### config.mk
export PLATFORM = sky130hd
export DESIGN_NAME = multichannel_moving_average_flat
export DESIGN_NICKNAME = d
export VERILOG_FILES = /design/src/hdl/mma_pkg.sv /design/src/hdl/mma_if.sv /design/src/hdl/mma_ring_mem.sv /design/src/hdl/mma_chan_state.sv /design/src/hdl/mma_mean_div.sv /design/src/hdl/multichannel_moving_average.sv /design/src/flat_wrapper.sv
export VERILOG_INCLUDE_DIRS = /design/src /design/src/hdl
export SDC_FILE = /design/constraint.sdc
export NUM_CORES = 2
export LEC_CHECK = 0
export ABC_AREA = 1
export BUFFER_PORTS_ARGS = -buffer_cell sky130_fd_sc_hd__buf_2
export CAP_MARGIN = 20
export CORE_ASPECT_RATIO = 1.4
export CORE_UTILIZATION = 30
export CTS_CLUSTER_SIZE = 16
export DETAILED_ROUTE_END_ITERATION = 12
export PLACE_DENSITY_LB_ADDON = 0.1
export SLEW_MARGIN = 25
export SYNTH_ARGS = -nofsm -noshare
export SYNTH_HDL_FRONTEND = slang
export SYNTH_SLANG_ARGS = --single-unit
export TNS_END_PERCENT = 20
### constraint.sdc
create_clock -name clk -period 15.9 [get_ports clk]
set_input_delay 1.59 -clock clk [delete_from_list [all_inputs] [get_ports clk]]
set_output_delay 1.59 -clock clk [all_outputs]
set_load 0.01 [all_outputs]
### src/hdl/multichannel_moving_average_macros.svh
// Assertion macros shared by the moving average filter.
`ifndef MULTICHANNEL_MOVING_AVERAGE_MACROS_SVH
`define MULTICHANNEL_MOVING_AVERAGE_MACROS_SVH

// Same-cycle implication, sampled on clk and disabled during reset.
`define MMA_ASSERT_NOW(lbl, ante, cons, msg) \
  lbl: assert property (@(posedge clk) disable iff (!rst_n) (ante) |-> (cons)) \
    else $error(msg);

// Next-cycle implication, sampled on clk and disabled during reset.
`define MMA_ASSERT_NEXT(lbl, ante, cons, msg) \
  lbl: assert property (@(posedge clk) disable iff (!rst_n) (ante) |=> (cons)) \
    else $error(msg);

`endif

### src/hdl/mma_pkg.sv
// Types, constants and the reciprocal table of the moving average filter.
package mma_pkg;

  localparam int CHAN_W      = 3;
  localparam int CHAN_XW     = 5;
  localparam int SAMPLE_W    = 12;
  localparam int SUM_W       = 16;
  localparam int POS_W       = 4;
  localparam int CNT_W       = 5;
  localparam int RECIP_W     = 22;
  localparam int RECIP_SHIFT = 21;
  localparam int PROD_W      = SUM_W + RECIP_W;

  localparam int DEF_WINDOW   = 10;
  localparam int DEF_CHANNELS = 8;

  typedef struct packed {
    logic [SUM_W-1:0] sum;
    logic [POS_W-1:0] pos;
    logic             full;
  } mma_chan_st_t;

  typedef struct packed {
    logic [CHAN_W-1:0]  chan;
    logic [SUM_W-1:0]   sum;
    logic [RECIP_W-1:0] recip;
    logic               full;
  } mma_div_req_t;

  // ceil(2^21 / d). For every 16-bit numerator and d up to 16 the product
  // shifted right by 21 is exactly the floor quotient. A count of zero maps
  // to zero so that the mean comes out as zero.
  function automatic logic [RECIP_W-1:0] recip(input logic [CNT_W-1:0] d);
    logic [RECIP_W-1:0] m;
    case (d)
      5'd1:    m = 22'd2097152;
      5'd2:    m = 22'd1048576;
      5'd3:    m = 22'd699051;
      5'd4:    m = 22'd524288;
      5'd5:    m = 22'd419431;
      5'd6:    m = 22'd349526;
      5'd7:    m = 22'd299594;
      5'd8:    m = 22'd262144;
      5'd9:    m = 22'd233017;
      5'd10:   m = 22'd209716;
      5'd11:   m = 22'd190651;
      5'd12:   m = 22'd174763;
      5'd13:   m = 22'd161320;
      5'd14:   m = 22'd149797;
      5'd15:   m = 22'd139811;
      5'd16:   m = 22'd131072;
      default: m = '0;
    endcase
    return m;
  endfunction

endpackage

### src/hdl/mma_if.sv
// Valid/ready channel interfaces for sample words and result words.
interface mma_in_if;
  import mma_pkg::*;

  logic                valid;
  logic                ready;
  logic [CHAN_W-1:0]   chan;
  logic [SAMPLE_W-1:0] sample;

  modport source (output valid, output chan, output sample, input ready);
  modport sink   (input valid, input chan, input sample, output ready);
endinterface

interface mma_out_if;
  import mma_pkg::*;

  logic                valid;
  logic                ready;
  logic [CHAN_W-1:0]   chan_out;
  logic [SAMPLE_W-1:0] mean;
  logic                window_full;

  modport source (output valid, output chan_out, output mean, output window_full,
                  input ready);
  modport sink   (input valid, input chan_out, input mean, input window_full,
                  output ready);
endinterface

### src/hdl/mma_ring_mem.sv
// Sample ring memory for all channels, one write and one registered read port.
module mma_ring_mem #(
  parameter int DEPTH = mma_pkg::DEF_WINDOW * mma_pkg::DEF_CHANNELS,
  parameter int AW    = (DEPTH > 1) ? $clog2(DEPTH) : 1
) (
  input  logic                          clk,
  input  logic                          rd_en,
  input  logic [AW-1:0]                 rd_addr,
  output logic [mma_pkg::SAMPLE_W-1:0]  rd_data,
  input  logic                          wr_en,
  input  logic [AW-1:0]                 wr_addr,
  input  logic [mma_pkg::SAMPLE_W-1:0]  wr_data
);
  import mma_pkg::*;

  logic [SAMPLE_W-1:0] mem [DEPTH];
  logic [SAMPLE_W-1:0] rd_data_r;

  always_ff @(posedge clk) begin
    if (wr_en) begin
      mem[wr_addr] <= wr_data;
    end
  end

  always_ff @(posedge clk) begin
    if (rd_en) begin
      rd_data_r <= mem[rd_addr];
    end
  end

  assign rd_data = rd_data_r;

endmodule

### src/hdl/mma_chan_state.sv
// Per-channel sum, write position and full flag, held in a small memory.
module mma_chan_state #(
  parameter int CHANNELS = mma_pkg::DEF_CHANNELS,
  parameter int CW       = (CHANNELS > 1) ? $clog2(CHANNELS) : 1
) (
  input  logic                  clk,
  input  logic                  rst_n,
  input  logic                  rd_en,
  input  logic [CW-1:0]         rd_idx,
  output mma_pkg::mma_chan_st_t rd_data,
  input  logic                  wr_en,
  input  logic [CW-1:0]         wr_idx,
  input  mma_pkg::mma_chan_st_t wr_data
);
  import mma_pkg::*;

  mma_chan_st_t  mem [CHANNELS];
  mma_chan_st_t  rd_data_r;
  logic [CHANNELS-1:0] valid_r;
  logic          rd_valid_r;

  always_ff @(posedge clk) begin
    if (wr_en) begin
      mem[wr_idx] <= wr_data;
    end
    if (rd_en) begin
      rd_data_r <= mem[rd_idx];
    end
  end

  // A channel never written since reset reads as the all-zero state.
  always_ff @(posedge clk) begin
    if (!rst_n) begin
      valid_r    <= '0;
      rd_valid_r <= 1'b0;
    end else begin
      if (wr_en) begin
        valid_r[wr_idx] <= 1'b1;
      end
      if (rd_en) begin
        rd_valid_r <= valid_r[rd_idx];
      end
    end
  end

  assign rd_data = rd_valid_r ? rd_data_r : '0;

endmodule

### src/hdl/mma_mean_div.sv
// Mean by reciprocal multiplication, with an operand stage and an output register.
module mma_mean_div (
  input  logic                  clk,
  input  logic                  rst_n,
  input  logic                  start,
  input  mma_pkg::mma_div_req_t req,
  output logic                  ready,
  mma_out_if.source             out_ch
);
  import mma_pkg::*;

  mma_div_req_t        op_r;
  logic                op_valid_r;
  logic                op_valid_nxt;
  logic                out_valid_r;
  logic                out_valid_nxt;
  logic [CHAN_W-1:0]   chan_out_r;
  logic [SAMPLE_W-1:0] mean_r;
  logic                full_out_r;
  logic                out_free;
  logic                op_take;
  logic [PROD_W-1:0]   prod;

  assign out_free = !out_valid_r || out_ch.ready;
  assign op_take  = op_valid_r && out_free;
  assign ready    = !op_valid_r || out_free;
  assign prod     = PROD_W'(op_r.sum) * PROD_W'(op_r.recip);

  always_comb begin
    op_valid_nxt = op_valid_r;
    if (op_take) begin
      op_valid_nxt = 1'b0;
    end
    if (start) begin
      op_valid_nxt = 1'b1;
    end
    out_valid_nxt = out_valid_r;
    if (out_ch.ready) begin
      out_valid_nxt = 1'b0;
    end
    if (op_take) begin
      out_valid_nxt = 1'b1;
    end
  end

  always_ff @(posedge clk) begin
    if (!rst_n) begin
      op_valid_r  <= 1'b0;
      out_valid_r <= 1'b0;
    end else begin
      op_valid_r  <= op_valid_nxt;
      out_valid_r <= out_valid_nxt;
    end
  end

  always_ff @(posedge clk) begin
    if (start) begin
      op_r <= req;
    end
    if (op_take) begin
      chan_out_r <= op_r.chan;
      mean_r     <= prod[RECIP_SHIFT +: SAMPLE_W];
      full_out_r <= op_r.full;
    end
  end

  assign out_ch.valid       = out_valid_r;
  assign out_ch.chan_out    = chan_out_r;
  assign out_ch.mean        = mean_r;
  assign out_ch.window_full = full_out_r;

endmodule

### src/hdl/multichannel_moving_average.sv
// Multichannel boxcar filter: one result word per sample word.
// Each word passes the channel state read, the sample ring read, the divider
// operand stage and output register. A new word is taken only after the last
// has left the dependent channel state and ring reads and entered the divider.
// Reset clears control and marks every channel empty at once; ring contents are
// undefined until written and need no clearing pass.
`include "multichannel_moving_average_macros.svh"

module multichannel_moving_average #(
  parameter int WINDOW   = mma_pkg::DEF_WINDOW,
  parameter int CHANNELS = mma_pkg::DEF_CHANNELS
) (
  input  logic       clk,
  input  logic       rst_n,
  mma_in_if.sink     in_ch,
  mma_out_if.source  out_ch
);
  import mma_pkg::*;

  localparam int CW         = (CHANNELS > 1) ? $clog2(CHANNELS) : 1;
  localparam int RING_DEPTH = CHANNELS * WINDOW;
  localparam int RING_AW    = (RING_DEPTH > 1) ? $clog2(RING_DEPTH) : 1;

  localparam logic [1:0] S_IDLE = 2'd0;
  localparam logic [1:0] S_RD1  = 2'd1;
  localparam logic [1:0] S_RD2  = 2'd2;

  logic [1:0]          state_r;
  logic [1:0]          state_nxt;
  logic [CHAN_W-1:0]   chan_r;
  logic [SAMPLE_W-1:0] sample_r;
  logic                in_range_r;
  logic [RING_AW-1:0]  ring_addr_r;

  logic                in_acc;
  logic [CHAN_XW-1:0]  in_chan_x;
  logic [CHAN_XW-1:0]  chan_x_r;
  logic [CW-1:0]       chan_idx_r;
  logic [RING_AW-1:0]  ring_addr;

  mma_chan_st_t        cs_rd;
  mma_chan_st_t        cs_new;
  logic [SAMPLE_W-1:0] ring_rd;
  logic [SUM_W-1:0]    evict;
  logic [POS_W-1:0]    pos_new;
  logic [CNT_W-1:0]    count;
  mma_div_req_t        div_req;
  logic                div_ready;
  logic                div_start;
  logic                out_oor;

  assign in_acc     = in_ch.valid && in_ch.ready;
  assign in_ch.ready = (state_r == S_IDLE);
  assign in_chan_x  = CHAN_XW'(in_ch.chan);
  assign chan_x_r   = CHAN_XW'(chan_r);
  assign chan_idx_r = chan_x_r[CW-1:0];
  assign ring_addr  = RING_AW'(RING_AW'(chan_idx_r) * RING_AW'(WINDOW))
                    + RING_AW'(cs_rd.pos);

  // Update of the channel: evict the oldest sample only once the window is full.
  always_comb begin
    evict   = cs_rd.full ? SUM_W'(ring_rd) : '0;
    pos_new = (cs_rd.pos == POS_W'(WINDOW - 1)) ? '0 : cs_rd.pos + 1'b1;
    cs_new.sum  = cs_rd.sum - evict + SUM_W'(sample_r);
    cs_new.pos  = pos_new;
    cs_new.full = cs_rd.full || (pos_new == '0);
    count = cs_new.full ? CNT_W'(WINDOW) : CNT_W'(pos_new);
    div_req.chan = chan_r;
    if (in_range_r) begin
      div_req.sum   = cs_new.sum;
      div_req.recip = recip(count);
      div_req.full  = cs_new.full;
    end else begin
      div_req.sum   = '0;
      div_req.recip = '0;
      div_req.full  = 1'b0;
    end
  end

  assign div_start = (state_r == S_RD2) && div_ready;

  always_comb begin
    state_nxt = state_r;
    case (state_r)
      S_IDLE: begin
        if (in_acc) begin
          state_nxt = S_RD1;
        end
      end
      S_RD1: state_nxt = S_RD2;
      S_RD2: begin
        if (div_ready) begin
          state_nxt = S_IDLE;
        end
      end
      default: state_nxt = S_IDLE;
    endcase
  end

  always_ff @(posedge clk) begin
    if (!rst_n) begin
      state_r <= S_IDLE;
    end else begin
      state_r <= state_nxt;
    end
  end

  always_ff @(posedge clk) begin
    if (in_acc) begin
      chan_r     <= in_ch.chan;
      sample_r   <= in_ch.sample;
      in_range_r <= (in_chan_x < CHAN_XW'(CHANNELS));
    end
    if (state_r == S_RD1) begin
      ring_addr_r <= ring_addr;
    end
  end

  mma_chan_state #(
    .CHANNELS (CHANNELS),
    .CW       (CW)
  ) u_chan_state (
    .clk     (clk),
    .rst_n   (rst_n),
    .rd_en   (in_acc),
    .rd_idx  (in_chan_x[CW-1:0]),
    .rd_data (cs_rd),
    .wr_en   (div_start && in_range_r),
    .wr_idx  (chan_idx_r),
    .wr_data (cs_new)
  );

  mma_ring_mem #(
    .DEPTH (RING_DEPTH),
    .AW    (RING_AW)
  ) u_ring_mem (
    .clk     (clk),
    .rd_en   (state_r == S_RD1),
    .rd_addr (ring_addr),
    .rd_data (ring_rd),
    .wr_en   (div_start && in_range_r),
    .wr_addr (ring_addr_r),
    .wr_data (sample_r)
  );

  mma_mean_div u_mean_div (
    .clk    (clk),
    .rst_n  (rst_n),
    .start  (div_start),
    .req    (div_req),
    .ready  (div_ready),
    .out_ch (out_ch)
  );

  assign out_oor = (CHAN_XW'(out_ch.chan_out) >= CHAN_XW'(CHANNELS));

  `MMA_ASSERT_NEXT(a_accept_reads, in_acc, state_r == S_RD1, "accept did not start a read")
  `MMA_ASSERT_NEXT(a_rd1_to_rd2, state_r == S_RD1, state_r == S_RD2, "ring read skipped")
  `MMA_ASSERT_NOW(a_oor_zero, out_ch.valid && out_oor, (out_ch.mean == '0) && !out_ch.window_full, "nonzero result for absent channel")

endmodule

### src/flat_wrapper.sv
// flat-port wrapper written by rule: the top's interface ports become plain ports
module multichannel_moving_average_flat import mma_pkg::*;
#(
  parameter int WINDOW   = mma_pkg::DEF_WINDOW,
  parameter int CHANNELS = mma_pkg::DEF_CHANNELS
)
  (clk, rst_n, in_ch_valid, in_ch_chan, in_ch_sample, in_ch_ready, out_ch_valid, out_ch_chan_out, out_ch_mean, out_ch_window_full, out_ch_ready);
  mma_in_if in_ch_i ();
  mma_out_if out_ch_i ();
  input  logic clk;
  input  logic rst_n;
  input wire logic [$bits(in_ch_i.valid)-1:0] in_ch_valid;
  input wire logic [$bits(in_ch_i.chan)-1:0] in_ch_chan;
  input wire logic [$bits(in_ch_i.sample)-1:0] in_ch_sample;
  output wire logic [$bits(in_ch_i.ready)-1:0] in_ch_ready;
  output wire logic [$bits(out_ch_i.valid)-1:0] out_ch_valid;
  output wire logic [$bits(out_ch_i.chan_out)-1:0] out_ch_chan_out;
  output wire logic [$bits(out_ch_i.mean)-1:0] out_ch_mean;
  output wire logic [$bits(out_ch_i.window_full)-1:0] out_ch_window_full;
  input wire logic [$bits(out_ch_i.ready)-1:0] out_ch_ready;
  assign in_ch_i.valid = in_ch_valid;
  assign in_ch_i.chan = in_ch_chan;
  assign in_ch_i.sample = in_ch_sample;
  assign in_ch_ready = in_ch_i.ready;
  assign out_ch_valid = out_ch_i.valid;
  assign out_ch_chan_out = out_ch_i.chan_out;
  assign out_ch_mean = out_ch_i.mean;
  assign out_ch_window_full = out_ch_i.window_full;
  assign out_ch_i.ready = out_ch_ready;
  multichannel_moving_average #(.WINDOW(WINDOW), .CHANNELS(CHANNELS)) u_core (.clk(clk), .rst_n(rst_n), .in_ch(in_ch_i), .out_ch(out_ch_i));
endmodule
==> impl_metrics.tcl <==
set metrics [dict create \
    status "finished clean" \
    synth_compound_area_share_pct 3.94 \
    max_cap_violations 0 \
    port_buffers 36 \
    vias 42300 \
    drtIter0Drc 2560 \
    first_global_vias 42900 \
    synth.distinct_cells 42 \
    drive_gt1_share_pct 6.58 \
    synth_nets 6676 \
    final_area_um2 72100 \
    min_period_ns 6.21 \
    synth_fa_ha_area_share_pct 10.9 \
    wl_um 203000 \
    yosysSeqAreaShare_pct 58.4 \
    worstSetupPathType "flip-flop to flip-flop" \
    coreArea_um2 212000 \
    finClkSkew_ns 0.0431 \
    synth-xor-area-share_pct 0.501 \
    cts-root-buf "clkbuf_16" \
    cts_resized 0 \
    place_congestion 0.823 \
    synth.avg_cell_area_um2 10.2 \
    dp_slack_ns 9.70 \
    rsz0062_at_grt "no" \
    row_count 200 \
    place_area_um2 67800 \
    tightest_slew_ns 1.07 \
    synth_mux_area_share_pct 0 \
    setup_viol 0 \
    final_common_cell "nand2_1" \
    htreeDepth 4 \
    areaGrowthSynthToFinish_pct 12.3 \
    dieArea_um2 216000 \
    synth_edf_count 1240 \
    p_leak_nw 30.0 \
    reg2regPathDepth 16 \
    async_reset_ff_share_pct 0 \
    hpwl_um 125000 \
    arrival_ns 6.71 \
    syn_area_um2 64200 \
    hold_depth 0 \
    ys_ff_latch 1253 \
    io_pins 37 \
    cellPowerDensity_nw_per_um2 144 \
    final.period_utilization_pct 39.1 \
    ant_nets 0 \
    grt_usage_pct 18.9 \
    cts.clk_slew.worst_paths_ns 0.06 \
    final_cell_mix "1429 x nand2_1, 1240 x edfxtp_1, 1165 x inv_1, 747 x nand3_1, 398 x nor2_1" \
    layout_setup_ws_ns 9.69 \
    fmax_ghz 0.161 \
    grt_pass1_wl_um 298000 \
    yosys_most_used_dff "edfxtp_1" \
    post-cts-setup-buffers 0 \
    tritoncts "yes" \
    grt_start_max_net_pins 148 \
    slew_headroom_pct 28.8 \
    maxSlewViolCount 0 \
    p_total_mw 10.4 \
    die_w_um 393 \
    synth_top_family_by_area "simple AND/OR/NAND/NOR gates" \
    path_max_fanout 21 \
    route.detailed.drc 0 \
    cp-start-kind "flip-flop" \
    nFillCells 21600 \
    grt-ovfl-total 0 \
    yosys.area_share.simple_pct 17.1 \
    hold_class "flip-flop to flip-flop" \
    ctsHoldBuffers 0 \
    fin_tns_setup_ns 0 \
    ir_drop_v 0.000155 \
    antenna_found_initial 3 \
    cts_buffers 145 \
    required_ns 16.40 \
    hold_viol_final 0 \
    synthCells 6265 \
    cp-end-kind "flip-flop" \
    cts_sinks 1253 \
    viasPerCell 4.60 \
    clk_path_buf_depth 4 \
    nNetsFinal 6685 \
    first_pass_iters 5 \
    avgRoutedWirePerCell_um 22.1 \
    fp.dieH_um 549 \
    clk_latency_ns 0.79 \
    start_util_pct 30.2 \
    yosysWarnings 0 \
]
-- sequential cells by signal, summed over array words and instances, names as in the netlist --
register and flops:
u_core.chan_idx_r 3, u_core.ring_addr_r 7, u_core.sample_r 12, u_core.state_r 2
u_core.u_chan_state.mem 168, u_core.u_chan_state.rd_data_r 21, u_core.u_chan_state.rd_valid_r 1, u_core.u_chan_state.valid_r 8
u_core.u_mean_div.op_r 41, u_core.u_mean_div.op_valid_r 1, u_core.u_mean_div.out_ch.chan_out 3, u_core.u_mean_div.out_ch.mean 12
u_core.u_mean_div.out_ch.valid 1, u_core.u_mean_div.out_ch.window_full 1, u_core.u_ring_mem.mem 960, u_core.u_ring_mem.rd_data 12
-- worst paths after layout --
check / from / slack (ns) / to
hold / removal: u_core.u_mean_div.op_r[0] / 0.42 / u_core.u_mean_div.out_ch.window_full
hold reg to reg: u_core.u_mean_div.op_r[0] / 0.42 / u_core.u_mean_div.out_ch.window_full
setup / recovery: u_core.u_mean_div.op_r[31] / 9.69 / u_core.u_mean_div.out_ch.mean[7]
setup reg to reg: u_core.u_mean_div.op_r[31] / 9.69 / u_core.u_mean_div.out_ch.mean[7]
-- cell usage after synthesis, types with 2 or more instances --
| cell type | count | area share (%) |
|---|---|---|
| buf_2 | 94 | 0.73 |
| nor2_1 | 438 | 2.6 |
| o21a_1 | 4 | 0.047 |
| clkbuf_1 | 173 | 1.0 |
| a31oi_1 | 25 | 0.24 |
| buf_4 | 16 | 0.19 |
| nand2_2 | 2 | 0.019 |
| o21ai_1 | 15 | 0.12 |
| inv_1 | 1169 | 6.8 |
| nor2_4 | 2 | 0.035 |
| a21o_1 | 6 | 0.070 |
| o211ai_1 | 30 | 0.35 |
| xor2_1 | 27 | 0.37 |
| fa_1 | 280 | 8.7 |
| nand4_1 | 11 | 0.11 |
| or2_1 | 2 | 0.019 |
| nor3_1 | 13 | 0.10 |
| buf_1 | 33 | 0.19 |
| buf_6 | 6 | 0.11 |
| o21bai_1 | 5 | 0.059 |
| xnor2_1 | 6 | 0.082 |
| ha_1 | 112 | 2.2 |
| o221ai_1 | 36 | 0.49 |
| nand2_1 | 1429 | 8.4 |
| inv_2 | 5 | 0.029 |
| edfxtp_1 | 1240 | 58 |
| dfxtp_1 | 13 | 0.41 |
| nand3_1 | 747 | 5.8 |
| a21oi_1 | 64 | 0.50 |
| o21ai_0 | 212 | 1.7 |
| clkinv_1 | 3 | 0.018 |
| o22ai_1 | 37 | 0.36 |
-- final cells by class --
| cell class | count | area [µm²] | area share, % |
|---|---|---|---|
| diodes | 4 | 10.0 | 0.0139 |
| clock buffers | 178 | 3780 | 5.25 |
| flip-flops and latches | 1253 | 37500 | 52.0 |
| well taps | 2828 | 3540 | 4.91 |
| repair buffers | 184 | 1380 | 1.92 |
| clock inverters | 58 | 407 | 0.564 |
| inverters | 1177 | 4440 | 6.16 |
| multi-input cells | 3513 | 21000 | 29.1 |
-- metal layers --
| layer | up-vias | GRT usage [%] | part of all wire [%] | routed length [µm] |
|---|---|---|---|---|
| met5 | - | 0 | 0 | 0 |
| met3 | 274 | 1.78 | 3.0 | 6020 |
| li1 | 20200 | - | - | - |
| met2 | 710 | 35.4 | 54 | 110000 |
| met1 | 21100 | 22.0 | 40 | 80600 |
| met4 | 0 | 6.58 | 3.6 | 7240 |
-- worst max-delay path, cell delays in order (launching register included) --
cell      delay (ns)
edfxtp_1        1.03
nand2_1         0.42
fa_1            0.64
fa_1            0.46
fa_1            0.60
fa_1            0.44
fa_1            0.46
fa_1            0.49
inv_1           0.04
ha_1            0.33
a21oi_1         0.23
nor2_1          0.07
nor2_1          0.14
o21ai_0         0.14
a21oi_1         0.19
nand2_1         0.09
xor2_1          0.14
-- cells by family (layout without fill, tap and decap cells) --
family,after synthesis,count (layout)
other,0,4
DFF,1253,1253
xor gates and xnor gates,35,35
adders and majority gates,392,392
buffers and inverters,1499,1597
AOI/OAI and AO/OA,438,438
and+or+nand+nor,2648,2648
-- metrics by stage --
step                std cells  hold slack [ns]  utilization, %
floorplan                6265            0.400               -
global placement         8952            0.402            31.9
detailed placement       8953            0.405            31.9
CTS                      9189            0.419            33.9
global route             9192            0.422            33.9
finish                   9195            0.419            34.0
-- report_power, final --
group | internal (mW) | switching, mW | total (mW) | leakage [nW]
combinational | 1.10 | 2.35 | 3.45 | 16.7
sequential | 3.79 | 0.0329 | 3.83 | 11.3
clock | 1.76 | 1.34 | 3.10 | 2.04
total | 6.65 | 3.72 | 10.4 | 30.0
Note: power is estimated with default switching activity, not from simulation.
